<file path="config.mk">
export PLATFORM = sky130hd
export DESIGN_NAME = priority_token_rate_limiter_core
export DESIGN_NICKNAME = d
export VERILOG_FILES = /design/src/ptrl_pkg.sv /design/src/priority_token_rate_limiter_core.sv /design/src/ptrl_front.sv /design/src/ptrl_back.sv
export SDC_FILE = /design/constraint.sdc
export NUM_CORES = 1
export LEC_CHECK = 0
export BUFFER_PORTS_ARGS = -buffer_cell sky130_fd_sc_hd__buf_2
export CAP_MARGIN = 20
export CORE_UTILIZATION = 47
export DETAILED_ROUTE_END_ITERATION = 8
export GPL_TIMING_DRIVEN = 0
export SETUP_SLACK_MARGIN = 0.02
export SYNTH_ARGS = -nofsm -noshare
export SYNTH_HDL_FRONTEND = slang
export SYNTH_SLANG_ARGS = --single-unit
</file>
<file path="constraint.sdc">
create_clock -name clk_i -period 14.9 [get_ports clk_i]
set_input_delay 1.49 -clock clk_i [delete_from_list [all_inputs] [get_ports clk_i]]
set_output_delay 1.49 -clock clk_i [all_outputs]
set_load 0.01 [all_outputs]
</file>
<file path="src/ptrl_pkg.sv">
// Shared types, constants and codes of the priority token rate limiter.
package ptrl_pkg;

  localparam int unsigned QueueDepth = 8;
  localparam int unsigned NumQueues  = 4;
  localparam int unsigned MaxOut     = 32;
  localparam int unsigned QW         = $clog2(QueueDepth);
  localparam int unsigned CW         = $clog2(QueueDepth + 1);
  localparam int unsigned AW         = $clog2(NumQueues * QueueDepth);
  localparam int unsigned NW         = $clog2(MaxOut + 1);
  localparam int unsigned CmdFifoDepth = 2;

  localparam logic [19:0] UsPerSec = 20'd1000000;

  localparam logic [19:0] RstTokensPerSec = 20'd1000;
  localparam logic [19:0] RstCompWait     = 20'(700 * 1000);
  localparam logic [19:0] RstPfStartWait  = 20'(900 * 1000);
  localparam logic [19:0] RstPfMaxWait    = 20'(900 * 1000);
  localparam logic [19:0] RstPfStep       = 20'(50 * 1000);

  localparam logic [2:0] CfgTokensPerSec = 3'd0;
  localparam logic [2:0] CfgCompWait     = 3'd1;
  localparam logic [2:0] CfgPfStartWait  = 3'd2;
  localparam logic [2:0] CfgPfMaxWait    = 3'd3;
  localparam logic [2:0] CfgPfStep       = 3'd4;

  localparam logic [1:0] OpRequest  = 2'd0;
  localparam logic [1:0] OpTick     = 2'd1;
  localparam logic [1:0] OpShutdown = 2'd2;
  localparam logic [1:0] OpUnused   = 2'd3;

  localparam logic [2:0] KindGranted  = 3'd0;
  localparam logic [2:0] KindQueued   = 3'd1;
  localparam logic [2:0] KindRejected = 3'd2;
  localparam logic [2:0] KindFromQ    = 3'd3;
  localparam logic [2:0] KindReleased = 3'd4;

  localparam logic [2:0] SrcBypass = 3'd4;

  typedef enum logic [1:0] {
    CMD_REQ,
    CMD_TICK,
    CMD_STOP,
    CMD_NOP
  } cmd_e;

  typedef struct packed {
    logic [1:0]  opcode;
    logic [2:0]  source;
    logic [7:0]  tag;
    logic [15:0] advance_us;
  } in_req_t;

  typedef struct packed {
    logic [2:0]  kind;
    logic [2:0]  grant_source;
    logic [7:0]  grant_tag;
    logic [19:0] tokens_left;
    logic        last;
  } out_res_t;

  typedef struct packed {
    cmd_e        cmd;
    logic        bypass;
    logic [1:0]  qidx;
    logic [2:0]  source;
    logic [7:0]  tag;
    logic [15:0] advance_us;
  } cmd_t;

  typedef struct packed {
    logic we;
    logic [2:0] idx;
    logic [19:0] wdata;
  } cfg_t;

endpackage

</file>
<file path="src/priority_token_rate_limiter_core.sv">
// Top level of the priority token rate limiter.
// Requests enter on the in channel (valid/ready) as opcode, source, tag and
// advance_us. Opcode request asks for a token, tick advances time and
// dispatches waiters, shutdown releases all waiters.
// Each request produces one result; a tick or shutdown produces zero to 32
// results on the out channel (valid/ready), the final one flagged by last.
// A two-entry command queue separates decoding from execution, so the input
// is accepted while results are still being delivered.
// A bypass request, or any request after shutdown, is granted without the
// token bucket; other token requests pass through the refill step first.
// Each grant or release from a wait queue goes through the registered read of
// the tag memory, and empty queues are passed over one by one.
// Configuration writes (cfg_we_i, cfg_idx_i, cfg_wdata_i) take effect at once.
// The user makes them while the block is idle; the block does not enforce it.
// Reset loads the register defaults, a full bucket and empty queues; no
// clearing pass is needed. When the receiver stalls, results hold in the
// output and staging registers and execution waits.
module priority_token_rate_limiter_core (
  input  logic               clk_i,
  input  logic               rst_ni,
  input  logic               in_valid_i,
  output logic               in_ready_o,
  input  ptrl_pkg::in_req_t  in_req_i,
  output logic               out_valid_o,
  input  logic               out_ready_i,
  output ptrl_pkg::out_res_t out_res_o,
  input  logic               cfg_we_i,
  input  logic [2:0]         cfg_idx_i,
  input  logic [19:0]        cfg_wdata_i
);
  import ptrl_pkg::*;

  cmd_t cmd;
  logic cmd_valid, cmd_take;
  cfg_t cfg;

  assign cfg = '{cfg_we_i, cfg_idx_i, cfg_wdata_i};

  ptrl_front u_front (
    .clk_i       (clk_i),
    .rst_ni      (rst_ni),
    .in_valid_i  (in_valid_i),
    .in_ready_o  (in_ready_o),
    .in_req_i    (in_req_i),
    .cmd_valid_o (cmd_valid),
    .cmd_take_i  (cmd_take),
    .cmd_o       (cmd)
  );

  ptrl_back u_back (
    .clk_i       (clk_i),
    .rst_ni      (rst_ni),
    .cfg_i       (cfg),
    .cmd_valid_i (cmd_valid),
    .cmd_take_o  (cmd_take),
    .cmd_i       (cmd),
    .out_valid_o (out_valid_o),
    .out_ready_i (out_ready_i),
    .out_res_o   (out_res_o)
  );

endmodule

</file>
<file path="src/ptrl_front.sv">
// Front end: accepts requests, decodes them and queues them for the back end.
module ptrl_front (
  input  logic             clk_i,
  input  logic             rst_ni,
  input  logic             in_valid_i,
  output logic             in_ready_o,
  input  ptrl_pkg::in_req_t in_req_i,
  output logic             cmd_valid_o,
  input  logic             cmd_take_i,
  output ptrl_pkg::cmd_t   cmd_o
);
  import ptrl_pkg::*;

  localparam int unsigned PW = $clog2(CmdFifoDepth);

  cmd_t             fifo_q [CmdFifoDepth];
  logic [PW-1:0]    wr_q, wr_d, rd_q, rd_d;
  logic [PW:0]      cnt_q, cnt_d;
  cmd_t             dec;
  logic             push, pop;

  always_comb begin
    dec = '0;
    unique case (in_req_i.opcode)
      OpRequest:  dec.cmd = CMD_REQ;
      OpTick:     dec.cmd = CMD_TICK;
      OpShutdown: dec.cmd = CMD_STOP;
      default:    dec.cmd = CMD_NOP;
    endcase
    dec.bypass     = in_req_i.source >= SrcBypass;
    dec.qidx       = in_req_i.source[1:0];
    dec.source     = in_req_i.source;
    dec.tag        = in_req_i.tag;
    dec.advance_us = in_req_i.advance_us;
  end

  assign in_ready_o  = cnt_q != (PW + 1)'(CmdFifoDepth);
  assign cmd_valid_o = cnt_q != '0;
  assign cmd_o       = fifo_q[rd_q];
  assign push        = in_valid_i && in_ready_o;
  assign pop         = cmd_take_i && cmd_valid_o;

  always_comb begin
    wr_d  = push ? ((wr_q == PW'(CmdFifoDepth - 1)) ? '0 : wr_q + 1'b1) : wr_q;
    rd_d  = pop ? ((rd_q == PW'(CmdFifoDepth - 1)) ? '0 : rd_q + 1'b1) : rd_q;
    cnt_d = cnt_q + (PW + 1)'(push) - (PW + 1)'(pop);
  end

  always_ff @(posedge clk_i or negedge rst_ni) begin
    if (!rst_ni) begin
      wr_q  <= '0;
      rd_q  <= '0;
      cnt_q <= '0;
    end else begin
      wr_q  <= wr_d;
      rd_q  <= rd_d;
      cnt_q <= cnt_d;
    end
  end

  always_ff @(posedge clk_i) begin
    if (push) begin
      fifo_q[wr_q] <= dec;
    end
  end

endmodule

</file>
<file path="src/ptrl_back.sv">
// Back end: token bucket state, per-source wait queues and result sequencing.
module ptrl_back (
  input  logic              clk_i,
  input  logic              rst_ni,
  input  ptrl_pkg::cfg_t    cfg_i,
  input  logic              cmd_valid_i,
  output logic              cmd_take_o,
  input  ptrl_pkg::cmd_t    cmd_i,
  output logic              out_valid_o,
  input  logic              out_ready_i,
  output ptrl_pkg::out_res_t out_res_o
);
  import ptrl_pkg::*;

  typedef enum logic [9:0] {
    S_IDLE   = 10'b0000000001,
    S_START  = 10'b0000000010,
    S_TIME   = 10'b0000000100,
    S_REFILL = 10'b0000001000,
    S_REQ    = 10'b0000010000,
    S_DISP   = 10'b0000100000,
    S_DRD    = 10'b0001000000,
    S_REL    = 10'b0010000000,
    S_RRD    = 10'b0100000000,
    S_FIN    = 10'b1000000000
  } state_e;

  state_e state_q, state_d;
  cmd_t   cur_q, cur_d;

  logic [19:0] tps_q, comp_q, pfmax_q, pfstep_q;
  logic [19:0] micros_q, micros_d;
  logic [31:0] sec_q, sec_d, nrs_q, nrs_d;
  logic [19:0] tok_q, tok_d, pw_q, pw_d;
  logic        stop_q, stop_d;
  logic [QW-1:0] head_q [NumQueues];
  logic [QW-1:0] head_d [NumQueues];
  logic [CW-1:0] cnt_q [NumQueues];
  logic [CW-1:0] cnt_d [NumQueues];
  logic [1:0]  q_q, q_d;
  logic [NW-1:0] n_q, n_d;

  logic [7:0]  mem [NumQueues * QueueDepth];
  logic [7:0]  rd_data_q;
  logic        mem_we, mem_re;
  logic [AW-1:0] mem_waddr, mem_raddr;

  out_res_t stg_q, stg_d, out_q, out_d;
  logic     stg_valid_q, stg_valid_d, out_valid_q, out_valid_d;
  logic     can_push, ok_emit, emit, fin_push;
  out_res_t emit_res;

  logic [20:0] adv_sum;
  logic [20:0] pw_up;
  logic [19:0] pw_dn, pw_new;
  logic [19:0] thr;
  logic [CW:0] slot_sum;
  logic [QW-1:0] slot;
  logic        any_cnt;

  assign can_push    = !out_valid_q || out_ready_i;
  assign ok_emit     = !stg_valid_q || can_push;
  assign out_valid_o = out_valid_q;
  assign out_res_o   = out_q;

  always_comb begin
    unique case (q_q)
      2'd0:    thr = pw_q;
      2'd1:    thr = comp_q;
      default: thr = '0;
    endcase
  end

  assign adv_sum  = {1'b0, micros_q} + 21'(cur_q.advance_us);
  assign any_cnt  = (cnt_q[0] != '0) || (cnt_q[1] != '0) || (cnt_q[2] != '0) ||
                    (cnt_q[3] != '0);
  assign slot_sum = (CW + 1)'(head_q[cur_q.qidx]) + (CW + 1)'(cnt_q[cur_q.qidx]);
  assign slot     = (slot_sum >= (CW + 1)'(QueueDepth)) ?
                    QW'(slot_sum - (CW + 1)'(QueueDepth)) : QW'(slot_sum);
  assign pw_up    = {1'b0, pw_q} + {1'b0, pfstep_q};

  always_comb begin
    pw_dn = (pw_q > pfstep_q) ? pw_q - pfstep_q : '0;
    if (tok_q != '0) begin
      pw_new = (pw_dn < comp_q) ? comp_q : pw_dn;
    end else begin
      pw_new = (pw_up > {1'b0, pfmax_q}) ? pfmax_q : pw_up[19:0];
    end
  end

  always_comb begin
    state_d    = state_q;
    cur_d      = cur_q;
    micros_d   = micros_q;
    sec_d      = sec_q;
    nrs_d      = nrs_q;
    tok_d      = tok_q;
    pw_d       = pw_q;
    stop_d     = stop_q;
    head_d     = head_q;
    cnt_d      = cnt_q;
    q_d        = q_q;
    n_d        = n_q;
    cmd_take_o = 1'b0;
    mem_we     = 1'b0;
    mem_re     = 1'b0;
    mem_waddr  = AW'(32'(cur_q.qidx) * QueueDepth + 32'(slot));
    mem_raddr  = AW'(32'(q_q) * QueueDepth + 32'(head_q[q_q]));
    emit       = 1'b0;
    emit_res   = '0;
    fin_push   = 1'b0;

    unique case (state_q)
      S_IDLE: begin
        n_d = '0;
        if (cmd_valid_i) begin
          cmd_take_o = 1'b1;
          cur_d      = cmd_i;
          state_d    = S_START;
        end
      end
      S_START: begin
        unique case (cur_q.cmd)
          CMD_REQ: begin
            if (stop_q || cur_q.bypass) begin
              if (ok_emit) begin
                emit     = 1'b1;
                emit_res = '{KindGranted, cur_q.source, cur_q.tag, tok_q, 1'b0};
                state_d  = S_FIN;
              end
            end else begin
              state_d = S_REFILL;
            end
          end
          CMD_TICK: state_d = S_TIME;
          CMD_STOP: begin
            stop_d  = 1'b1;
            q_d     = 2'd3;
            state_d = S_REL;
          end
          default: state_d = S_FIN;
        endcase
      end
      S_TIME: begin
        if (adv_sum >= {1'b0, UsPerSec}) begin
          micros_d = 20'(adv_sum - {1'b0, UsPerSec});
          sec_d    = sec_q + 32'd1;
        end else begin
          micros_d = adv_sum[19:0];
        end
        q_d = 2'd3;
        priority if (stop_q) state_d = S_REL;
        else if (any_cnt)    state_d = S_REFILL;
        else                 state_d = S_FIN;
      end
      S_REFILL: begin
        if (sec_q >= nrs_q) begin
          pw_d  = pw_new;
          tok_d = tps_q;
          nrs_d = sec_q + 32'd1;
        end
        q_d     = 2'd3;
        state_d = (cur_q.cmd == CMD_REQ) ? S_REQ : S_DISP;
      end
      S_REQ: begin
        q_d = cur_q.qidx;
        if (ok_emit) begin
          emit    = 1'b1;
          state_d = S_FIN;
          priority if (tok_q != '0 && micros_q >= thr && cnt_q[cur_q.qidx] == '0
                       && q_q == cur_q.qidx) begin
            tok_d    = tok_q - 20'd1;
            emit_res = '{KindGranted, cur_q.source, cur_q.tag, tok_q - 20'd1, 1'b0};
          end else if (q_q != cur_q.qidx) begin
            emit    = 1'b0;
            state_d = S_REQ;
          end else if (cnt_q[cur_q.qidx] >= CW'(QueueDepth)) begin
            emit_res = '{KindRejected, cur_q.source, cur_q.tag, tok_q, 1'b0};
          end else begin
            mem_we                = 1'b1;
            cnt_d[cur_q.qidx]     = cnt_q[cur_q.qidx] + 1'b1;
            emit_res = '{KindQueued, cur_q.source, cur_q.tag, tok_q, 1'b0};
          end
        end
      end
      S_DISP: begin
        priority if (tok_q == '0 || micros_q < thr || n_q == NW'(MaxOut)) begin
          state_d = S_FIN;
        end else if (cnt_q[q_q] == '0) begin
          if (q_q == 2'd0) state_d = S_FIN;
          else             q_d     = q_q - 2'd1;
        end else begin
          mem_re  = 1'b1;
          state_d = S_DRD;
        end
      end
      S_REL: begin
        priority if (n_q == NW'(MaxOut)) begin
          state_d = S_FIN;
        end else if (cnt_q[q_q] == '0) begin
          if (q_q == 2'd0) state_d = S_FIN;
          else             q_d     = q_q - 2'd1;
        end else begin
          mem_re  = 1'b1;
          state_d = S_RRD;
        end
      end
      S_DRD, S_RRD: begin
        if (ok_emit) begin
          emit         = 1'b1;
          head_d[q_q]  = (head_q[q_q] == QW'(QueueDepth - 1)) ? '0 : head_q[q_q] + 1'b1;
          cnt_d[q_q]   = cnt_q[q_q] - 1'b1;
          n_d          = n_q + 1'b1;
          if (state_q == S_DRD) begin
            tok_d    = tok_q - 20'd1;
            emit_res = '{KindFromQ, {1'b0, q_q}, rd_data_q, tok_q - 20'd1, 1'b0};
            state_d  = S_DISP;
          end else begin
            emit_res = '{KindReleased, {1'b0, q_q}, rd_data_q, tok_q, 1'b0};
            state_d  = S_REL;
          end
        end
      end
      S_FIN: begin
        if (!stg_valid_q) begin
          state_d = S_IDLE;
        end else if (can_push) begin
          fin_push = 1'b1;
          state_d  = S_IDLE;
        end
      end
      default: state_d = S_IDLE;
    endcase

    if (cfg_i.we) begin
      if (cfg_i.idx == CfgTokensPerSec) begin
        tok_d = cfg_i.wdata;
      end else if (cfg_i.idx == CfgPfStartWait) begin
        pw_d = cfg_i.wdata;
      end
    end
  end

  always_comb begin
    stg_d       = stg_q;
    stg_valid_d = stg_valid_q;
    out_d       = out_q;
    out_valid_d = out_valid_q && !out_ready_i;
    if (emit) begin
      if (stg_valid_q) begin
        out_d       = stg_q;
        out_valid_d = 1'b1;
      end
      stg_d       = emit_res;
      stg_valid_d = 1'b1;
    end else if (fin_push) begin
      out_d       = stg_q;
      out_d.last  = 1'b1;
      out_valid_d = 1'b1;
      stg_valid_d = 1'b0;
    end
  end

  always_ff @(posedge clk_i or negedge rst_ni) begin
    if (!rst_ni) begin
      state_q     <= S_IDLE;
      tps_q       <= RstTokensPerSec;
      comp_q      <= RstCompWait;
      pfmax_q     <= RstPfMaxWait;
      pfstep_q    <= RstPfStep;
      micros_q    <= '0;
      sec_q       <= '0;
      nrs_q       <= 32'd1;
      tok_q       <= RstTokensPerSec;
      pw_q        <= RstPfStartWait;
      stop_q      <= 1'b0;
      head_q      <= '{default: '0};
      cnt_q       <= '{default: '0};
      q_q         <= '0;
      n_q         <= '0;
      stg_valid_q <= 1'b0;
      out_valid_q <= 1'b0;
    end else begin
      state_q     <= state_d;
      micros_q    <= micros_d;
      sec_q       <= sec_d;
      nrs_q       <= nrs_d;
      tok_q       <= tok_d;
      pw_q        <= pw_d;
      stop_q      <= stop_d;
      head_q      <= head_d;
      cnt_q       <= cnt_d;
      q_q         <= q_d;
      n_q         <= n_d;
      stg_valid_q <= stg_valid_d;
      out_valid_q <= out_valid_d;
      if (cfg_i.we) begin
        unique case (cfg_i.idx)
          CfgTokensPerSec: tps_q    <= cfg_i.wdata;
          CfgCompWait:     comp_q   <= cfg_i.wdata;
          CfgPfMaxWait:    pfmax_q  <= cfg_i.wdata;
          CfgPfStep:       pfstep_q <= cfg_i.wdata;
          default: ;
        endcase
      end
    end
  end

  always_ff @(posedge clk_i) begin
    cur_q <= cur_d;
    stg_q <= stg_d;
    out_q <= out_d;
    if (mem_we) begin
      mem[mem_waddr] <= cur_q.tag;
    end
    if (mem_re) begin
      rd_data_q <= mem[mem_raddr];
    end
  end

endmodule
</file>
Yosys cells after proc, flatten, opt, wreduce, memory -nomap -nowiden

Memories as Yosys holds them, arrays and structs flattened. A register that Yosys moved wholly into a read port is not among the register bits.
Index checks and enable logic that the tools add are counted.

Flip-flop bits (word level): 327
Bits in writable memories: 320
Input bits: 57
Output and inout port bits: 37
Word-level logic and storage cells: 283
Memories: 2

Memories:

| name           | depth | bits a word | rd ports | clocked after memory_dff | write ports | RTL line         | text |
|---|---|---|---|---|---|---|---|
| u_back.mem     | 32    | 8           | 1        | 1                        | 1           | ptrl_back.sv:43  | `logic [7:0] mem [NumQueues * QueueDepth];` |
| u_front.fifo_q | 2     | 32          | 1        | 1                        | 1           | ptrl_front.sv:16 | `cmd_t fifo_q [CmdFifoDepth];` |

Add/subtract/negate cells: 19
Order comparisons: 14
Eq/ne operators: 36
Muxes and demuxes: 122
Bitwise operators: 2
Reduce and logical (&&, ||, !) cells: 52

Operators by type and width:

| cell                                                                | number |
|---|---|
| two-way mux 35 bit                                                  | 10 |
| two-way mux 20 bit                                                  | 17 |
| two-way mux 10 bit                                                  | 16 |
| case mux 35 bit (3 select lines)                                    | 1 |
| case mux 10 bit (9 select lines)                                    | 1 |
| two-way mux 16 bit                                                  | 5 |
| case mux 20 bit (3 select lines)                                    | 1 |
| < comparator 20 bit                                                 | 2 |
| case mux 20 bit (2 select lines)                                    | 1 |
| two-way mux 34 bit                                                  | 1 |
| adder 32 x 1 -> 32 bit, second input constant                       | 1 |
| bitwise mux 16 bit                                                  | 2 |
| greater-or-equal comparator 32 bit                                  | 1 |
| two-way mux 32 bit                                                  | 1 |
| case mux 16 bit (2 select lines)                                    | 1 |
| two-way mux 1 bit                                                   | 30 |
| case mux 10 bit (3 select lines)                                    | 1 |
| two-way mux 4 bit                                                   | 6 |
| AND reduction 2 bit                                                 | 11 |
| adder 20 x 16 -> 21 bit                                             | 1 |
| adder 20 x 20 -> 21 bit                                             | 1 |
| greater-or-equal comparator 21 x 20 -> 1 bit, second input constant | 1 |
| greater-than comparator 21 x 20 -> 1 bit                            | 1 |
| two-way mux 3 bit                                                   | 7 |
| 71 further kinds                                                    | 125 |

Depth between registers and ports, before layout

Gate-level depths: netlist of run 1.

Word-level depth: 12
Gate-level depth with buffers: 22

Hierarchy

Synthesis of run 1 repeated with hierarchy kept, for this count alone.

Cell total of the unflattened synthesis: 2997
Area, all modules: 35292.6 um2

Modules (own cells, without submodules):

| module     | times used | cells an instance | area each (um2) |
|---|---|---|---|
| ptrl_back  | 1          | 2877              | 32892.8 |
| ptrl_front | 1          | 120               | 2399.8 |

Worst setup path after synthesis of run 1

OpenSTA, ideal clock, no wires.

Kind: register to register
Start point: reg u_back.pfstep_q[9]
End point: reg u_back.pw_q[3]
Arrival: 4.852 ns
Required time: 14.767 ns
Path slack: 9.915 ns
Stages on the path, launching flop included: 22
Clock period less this slack: 4.985 ns
Cells stage by stage: dfstp_2 inv_1 ha_1 clkbuf_1 a21o_1 a211o_1 a211oi_1 o31ai_1 nand2_1 clkbuf_1 nor2_1 ha_1 a21o_1 a21o_1 a211o_1 a21oi_1 o21ai_0 a211oi_2 buf_2 mux2_2 a21oi_1 o21ai_0

Longest elaborated chain between the ends: 10

Ends and longest elaborated chain:

| what                                                                       | RTL line         | text |
|---|---|---|
| start, declared                                                            | ptrl_back.sv:31  | `logic [19:0] tps_q, comp_q, pfmax_q, pfstep_q;` |
| start signal, assigned                                                     | ptrl_back.sv:270 | `pfstep_q <= RstPfStep;` |
| start signal, assigned                                                     | ptrl_back.sv:302 | `CfgPfStep: pfstep_q <= cfg_i.wdata;` |
| subtractor 20 bit / greater-than comparator 20 bit (equally long branches) | ptrl_back.sv:83  | `pw_dn = (pw_q > pfstep_q) ? pw_q - pfstep_q : '0;` |
| two-way mux 20 bit                                                         | ptrl_back.sv:83  |  |
| < comparator 20 bit                                                        | ptrl_back.sv:85  | `pw_new = (pw_dn < comp_q) ? comp_q : pw_dn;` |
| two-way mux 20 bit                                                         | ptrl_back.sv:85  |  |
| two-way mux 20 bit (*)                                                     | ptrl_back.sv:84  | `if (tok_q != '0) begin` |
| two-way mux 20 bit (*)                                                     | ptrl_back.sv:157 | `if (sec_q >= nrs_q) begin` |
| two-way mux 20 bit (*)                                                     | ptrl_back.sv:113 | `unique case (state_q)` |
| two-way mux 20 bit                                                         | ptrl_back.sv:238 | `end else if (cfg_i.idx == CfgPfStartWait) begin` |
| two-way mux 20 bit                                                         | ptrl_back.sv:236 | `if (cfg_i.idx == CfgTokensPerSec) begin` |
| two-way mux 20 bit (*)                                                     | ptrl_back.sv:235 | `if (cfg_i.we) begin` |
| net u_back.pw_d[3]                                                         | ptrl_back.sv:34  | `logic [19:0] tok_q, tok_d, pw_q, pw_d;` |
| end signal, assigned                                                       | ptrl_back.sv:275 | `pw_q <= RstPfStartWait;` |
| end signal, assigned                                                       | ptrl_back.sv:289 | `pw_q <= pw_d;` |
| end, declared                                                              | ptrl_back.sv:34  |  |

The timed path passes the listed nets; every way through them passes the cells marked *.
A chain may end at the register's enable or synchronous reset.

Final worst setup path of run 1

Start point: reg u_back.q_q[1]
End point: mem u_back.mem[31][3], enable pin

Longest elaborated chain between the ends: 11

Ends and longest elaborated chain:

| what                                                               | RTL line         | text |
|---|---|---|
| start, declared                                                    | ptrl_back.sv:40  | `logic [1:0] q_q, q_d;` |
| start signal, assigned                                             | ptrl_back.sv:293 | `q_q <= q_d;` |
| == test 2 x 1 -> 1 bit / logical NOT 2 bit (equally long branches) | ptrl_back.sv:67  | `unique case (q_q)` |
| case mux 20 bit (2 select lines)                                   | ptrl_back.sv:67  |  |
| greater-or-equal comparator 20 bit                                 | ptrl_back.sv:170 | `priority if (tok_q != '0 && micros_q >= thr && cnt_q[cur_q.qidx] == '0` |
| logical AND 1 bit (2 in a row)                                     | ptrl_back.sv:170 |  |
| logical AND 1 bit                                                  | ptrl_back.sv:171 | `&& q_q == cur_q.qidx) begin` |
| two-way mux 1 bit (*)                                              | ptrl_back.sv:170 |  |
| two-way mux 1 bit (*)                                              | ptrl_back.sv:167 | `if (ok_emit) begin` |
| two-way mux 1 bit (*)                                              | ptrl_back.sv:113 |  |
| two-way mux 1 bit (*)                                              | ptrl_back.sv:313 | `if (mem_we) begin` |
| two-way mux 1 bit (implied by the code) (*)                        | ptrl_back.sv:314 | `mem[mem_waddr] <= cur_q.tag;` |
| end, declared                                                      | ptrl_back.sv:43  |  |

Mark *: on every way between the ends. The rest lies on a longest branch, timed or not.

==> results.sh, run 1 <==
export IMPL_routed_via_count=26060
export IMPL_cts_resized_gates=0
export IMPL_syn2layout_area_growth_pct=13.07
export IMPL_first_pass_iters=6
export IMPL_io_pins=94
export IMPL_cts_clk_slew_worst_paths_ps=60
export IMPL_switching_share_pct=37.94
export IMPL_maxSlewHeadroom_pct=31.63
export IMPL_max_freq_mhz=137.3
export IMPL_avgSynthCellArea_um2=11.60
export IMPL_gp_congestion=0.9437
export IMPL_drive_gt1_share_pct=14.92
export IMPL_fp_dieH_um=277.2
export IMPL_switchingPower_mw=2.767
export IMPL_p_per_area_nw_per_um2=181.3
export IMPL_worstPathArrival_ps=7540
export IMPL_async_reset_ff_share_pct=37.79
export IMPL_worstHoldEndpoint="u_back.out_res_o[28]"
export IMPL_first_global_vias=25989
export IMPL_drt_wirelength_per_cell_um=23.58
export IMPL_core_um2=74700
export IMPL_grt_pass1_wl_mm=155.0
export IMPL_grt_remaining_overflow=0
export IMPL_maxCapViolations=0
export IMPL_die_area_um2=76810
export IMPL_viasPerCell=6.079
export IMPL_status="complete, no violations"
export IMPL_synth_seq_cells=680
export IMPL_worst_slew_pin_slew_ps=1015
export IMPL_startpoint_type="flop"
export IMPL_netlist_area_um2=35580
export IMPL_rows=100
export IMPL_p_int_mw=4.528
export IMPL_n_antenna_cell=0
export IMPL_min_period_ps=7282
export IMPL_cts_tree="built"
export IMPL_ant_nets=0
export IMPL_synth_top_area_cell="edfxtp_1"
export IMPL_totalWireLength_mm=101.1
export IMPL_r2r_end="u_back.mem[31][3]"
export IMPL_htreeDepth=3
export IMPL_clk_path_buf_depth=3
export IMPL_setup_slack_ps=7618
export IMPL_place_worst_setup_slack_ps=7703
export IMPL_ir_worst_vdd_mv=0.1286
export IMPL_synth_nets=3294
export IMPL_clkPwrFrac_pct=26.1
export IMPL_track_usage_pct=26.26
export IMPL_setup_viol=0
export IMPL_clkLatencyLatePin_ps=660
export IMPL_cts_made_buffers=77
export IMPL_synth_distinct_cells=91
export IMPL_synth_top_cell_area_share_pct=35.70
export IMPL_combPwrFrac_pct=37.8
export IMPL_nNetsFinal=3481
export IMPL_hp_start="u_back.stg_q[28]"
export IMPL_rrSetupSlack_ps=7620
export IMPL_root_buffer="clkbuf_16"
export IMPL_drtIter0Drc=2374
export IMPL_synth_flop_cell="edfxtp_1"
export IMPL_yosysWarnings=0
export IMPL_fin_setup_tns_ps=0
export IMPL_crit_fanout=11
export IMPL_grt_max_degree=113
export IMPL_worstPathRequired_ps=15160
export IMPL_cts_sinks=680
export IMPL_seqPwrFrac_pct=36.1
export IMPL_hold_depth=0
export IMPL_ys_top_cells_by_count="423 x edfxtp_1, 350 x nand2_1, 207 x o21ai_0, 206 x dfrtp_1, 184 x nor2_1"
export IMPL_netlist_instances=3068
export IMPL_finClkSkew_ps=42.89
export IMPL_drc=0
export IMPL_slew_violations=0
export IMPL_synthTopCellsByArea="edfxtp_1 36%, dfrtp_1 14%, mux4_2 5.9%"
export IMPL_dpl_hpwl_mm=74.16
export IMPL_seq_area_frac_synth_pct=53.95
export IMPL_end_kind="flop"
export IMPL_p_leak_nw=15.42
export IMPL_fin_crit_sh_pct=48.87
export IMPL_postCtsHoldBufs=0
export IMPL_r2r_start="u_back.q_q[1]"
export IMPL_synth_edf_count=423
export IMPL_crit_type="flop to flop"
export IMPL_worstRegToRegCells=19
export IMPL_hold_violations=0
export IMPL_hp_class="flop to flop"
export IMPL_die_w_um=277.2
export IMPL_io_buffers=91
export IMPL_rsz0062_at_grt="false"
export IMPL_yosysMostFrequentCell="edfxtp_1"
export IMPL_antenna_found_initial=1
export IMPL_floorplan_initialDensity_pct=47.64
export IMPL_post_cts_buffers=0
## critical path, cell delays in order, from the launching register on
cell,delay [ps]
dfrtp_1,410
clkbuf_1,310
clkbuf_1,330
inv_1,130
clkbuf_1,520
ha_1,270
clkbuf_1,340
clkbuf_1,530
a22oi_1,240
ha_1,360
nand3_1,190
nor4_1,110
a211oi_1,410
o21a_1,200
and3_1,270
clkbuf_1,240
o21ai_1,360
nor2_1,300
nand3_1,530
nor2_1,820
## cell type report
type	count	area, um2
Buffer	147	593.1
Tap cell	969	1212
Sequential cell	680	19200
Timing Repair Buffer	108	853.3
Inverter	163	611.8
Clock inverter	36	461.7
Clock buffer	106	2097
Fill cell	6414	34460
Multi-Input combinational cell	2078	15210
## placed cells by master, fill, tap and decap left out, types with 34 or more instances in the layout
cell type	n
and3_1	34
nor2_1	183
clkbuf_1	139
nand2_1	350
mux2_2	76
o21ai_0	207
ha_1	165
buf_2	104
a31oi_1	35
nor3_1	45
dfstp_2	51
clkbuf_16	78
dfrtp_1	206
mux4_2	93
a21o_1	39
edfxtp_1	423
nand3_1	67
xnor2_1	70
a21oi_1	142
inv_1	163
## sequential cells by signal, indices dropped and copies added (netlist names), 30 cells and up
| name | flops |
|---|---|
| u_front.fifo_q | 60 |
| u_back.cur_q | 30 |
| u_back.mem | 256 |
| u_back.stg_q | 34 |
| u_back.sec_q | 32 |
| u_back.nrs_q | 32 |
| u_back.out_res_o | 35 |
## cell families (layout without fill, tap and decap cells)
group,Yosys count,after routing,synth area share (%)
AND/OR/NAND/NOR,889,889,11.86
AO/OA/AOI/OAI,724,724,13.25
flip-flops,680,680,53.95
buffers and inverters,310,560,3.386
multiplexers,199,199,9.139
adder cells (fa/ha/maj),169,169,6.027
XOR/XNOR,97,97,2.387
## stage by stage
stage               cell area, um2  cells  utilization [%]  hold WS [ps]  power, mW
detailed placement           37540   4140            50.25         404.5      5.335
finish                       40230   4287            53.86         412.4      7.295
global placement             37250   4128            49.87         401.4      5.227
CTS                          40100   4282            53.68         413.6      7.252
global route                 40230   4287            53.86         421.2      7.681
floorplan                    35580   3068                -         400.3      4.425
## per-layer routing
layer	track usage [%]	routed length (um)	vias to the layer above
li1	-	-	11866
met1	36.29	43610	13008
met2	43.15	48010	1034
met3	3.569	6909	152
met4	7.877	2544	0
met5	0	0	-
## power groups by stage
stage	Combinational, mW	Sequential, mW	Clock, mW
floorplan	1.83	2.59	0
global placement	2.50	2.73	0
detailed placement	2.63	2.71	0
CTS	2.64	2.67	1.94
global route	3.02	2.65	2.01
finish	2.76	2.63	1.90
## worst max-delay path by stage
stage / endpoint / startpoint / slack (ps)
finish: u_back.mem[31][3] / u_back.q_q[1] / 7620
global route: u_back.mem[26][1] / u_back.q_q[1] / 7170
floorplan: u_back.pw_q[3] / u_back.pfstep_q[9] / 9910
detailed placement: u_back.mem[0][0] / u_back.q_q[1] / 7700
global placement: u_back.head_q[5] / rst_ni / 7320
CTS: u_back.mem[18][5] / u_back.q_q[1] / 7660
No activity file was read; power rests on OpenSTA's default activity.
==> inputs of run 2 (changes only) <==
==> constraint.sdc (replaced) <==
create_clock -name clk_i -period 6.7 [get_ports clk_i]
set_input_delay 0.67 -clock clk_i [delete_from_list [all_inputs] [get_ports clk_i]]
set_output_delay 0.67 -clock clk_i [all_outputs]
set_load 0.01 [all_outputs]
==> results.sh, run 2 (synthesized netlist as in run 1, its figures left out) <==
export IMPL_io_buffers=91
export IMPL_grt_pass1_wl_mm=155.3
export IMPL_totalWireLength_mm=101.1
export IMPL_cts_clk_slew_worst_paths_ps=60
export IMPL_path_buf_inv=3
export IMPL_core_um2=74700
export IMPL_worstPathRequired_ps=7250
export IMPL_place_worst_setup_slack_ps=-497.0
export IMPL_viasPerCell=6.096
export IMPL_track_usage_pct=26.32
export IMPL_grtUsageMet1_pct=36.33
export IMPL_timing_hold_ws_ps=211.7
export IMPL_slew_violations=0
export IMPL_die_area_um2=76810
export IMPL_fin_crit_sh_pct=97.80
export IMPL_multi_input_area_um2=15410
export IMPL_crit_fanout=10
export IMPL_crit_type="flop to flop"
export IMPL_htreeDepth=3
export IMPL_clk_path_buf_depth=3
export IMPL_hold_violations=0
export IMPL_dpl_hpwl_mm=74.16
export IMPL_drc=0
export IMPL_met3_usage_pct=3.569
export IMPL_worst_slew_pin_slew_ps=1002
export IMPL_worstPathArrival_ps=7110
export IMPL_p_leak_nw=15.46
export IMPL_setup_viol=0
export IMPL_gp_congestion=0.9437
export IMPL_crit_family="compound AO/OA/AOI/OAI gates"
export IMPL_grt_busiest_layer="met2"
export IMPL_routed_via_count=26150
export IMPL_p_per_area_nw_per_um2=401.9
export IMPL_fp_dieH_um=277.2
export IMPL_nNetsFinal=3484
export IMPL_startpoint_type="flop"
export IMPL_largest_register="u_back.mem"
export IMPL_grt_remaining_overflow=0
export IMPL_rows=100
export IMPL_first_global_vias=26042
export IMPL_status="complete, no violations"
export IMPL_ant_nets=0
export IMPL_floorplan_initialDensity_pct=47.64
export IMPL_rsz0062_at_grt="false"
export IMPL_crit_chain="inv_1 > fa_1 > o21ba_2 > or4_1 > o21ai_0 > o21bai_1 > o21bai_1 > a21oi_1 > xnor2_1 > ha_1 > and4_1 > or4b_2 > nor4_1 > nor2_1 > a221oi_1 > o21ai_1 > buf_4 > clkbuf_2 > o21ai_0 > a21oi_1"
export IMPL_root_buffer="clkbuf_16"
export IMPL_slowest_delay_ps=610
export IMPL_most_common_layout_cells="423 x edfxtp_1, 350 x nand2_1, 207 x o21ai_0, 206 x dfrtp_1, 165 x ha_1"
export IMPL_drive_gt1_share_pct=16.32
export IMPL_drt_wirelength_per_cell_um=23.57
export IMPL_largest_reg_flops=256
export IMPL_finClkSkew_ps=40.68
export IMPL_crit_slowest_cell="or4b_2"
export IMPL_drtIter0Drc=2360
export IMPL_ir_worst_vdd_mv=0.2850
export IMPL_first_pass_iters=6
export IMPL_clkLatencyLatePin_ps=660
export IMPL_setup_slack_ps=147.4
export IMPL_io_pins=94
export IMPL_min_period_ps=6553
export IMPL_cts_sinks=680
export IMPL_cts_made_buffers=77
export IMPL_max_freq_mhz=152.6
export IMPL_n_antenna_cell=0
export IMPL_gr_usage_met2_pct=43.31
export IMPL_grt_max_degree=113
export IMPL_antenna_found_initial=1
export IMPL_end_kind="flop"
export IMPL_syn2layout_area_growth_pct=13.79
export IMPL_cts_tree="built"
export IMPL_hp_class="input port to flop"
export IMPL_layout_cells_most_common="edfxtp_1"
export IMPL_die_w_um=277.2
export IMPL_maxCapViolations=0
export IMPL_fillers=6384
export IMPL_register_area_um2=19200
export IMPL_maxSlewHeadroom_pct=32.53
-- run 2: area by class of cell --
cell class	count	area share [%]
plain buffers	143	1.437
clock buffers	106	5.179
clock inverters	36	1.140
inverters	163	1.520
multi-input cells	2078	38.05
flip-flops and latches	680	47.41
well taps	969	2.994
repair buffers	115	2.274
-- run 2: worst paths after layout --
check,start,slack [ps],depth (start not counted),end
worst max-delay path,u_back.pw_q[1],150,20,u_back.pw_q[18]
worst min register to register,u_back.stg_q[28],410,0,u_back.out_res_o[28]
max in group asynchronous,rst_ni,4840,4,u_back.sec_q[24]
worst max register to register,u_back.pw_q[1],150,20,u_back.pw_q[18]
worst min-delay path,in_req_i[21],210,1,u_front.fifo_q[1][21]
min in group asynchronous,rst_ni,550,2,u_back.pfmax_q[6]
-- run 2: metal layers --
layer,vias to the layer above,part of all wire (%)
li1,11871,-
met1,13118,43
met2,1007,48
met3,154,6.7
met4,0,2.5
met5,-,0
-- run 2: power by group --
group | switching [mW] | total, mW | internal, mW
Clock | 1.81 | 4.24 | 2.43
Sequential | 0.511 | 5.85 | 5.34
Combinational | 3.88 | 6.19 | 2.31
-- run 2: metrics by stage --
step | std cells | power (mW) | area (um2) | setup TNS [ps] | utilization [%]
finish | 4290 | 16.28 | 40490 | 0 | 54.21
global route | 4290 | 17.13 | 40490 | 0 | 54.21
CTS | 4288 | 16.14 | 40280 | -3225 | 53.93
detailed placement | 4140 | 11.86 | 37540 | -115410 | 50.25
global placement | 4128 | 11.62 | 37250 | -90120 | 49.87
floorplan | 3068 | 9.841 | 35580 | 0 | -
-- run 2: timing repair --
item,4_1_cts,5_1_grt
cloned,0,0
hold buffers,1,0
endpoints found under the hold margin,34,0
gates resized for setup,41,21
endpoints found under the setup margin,259,256
pin swaps,2,0
buffers inserted,6,0
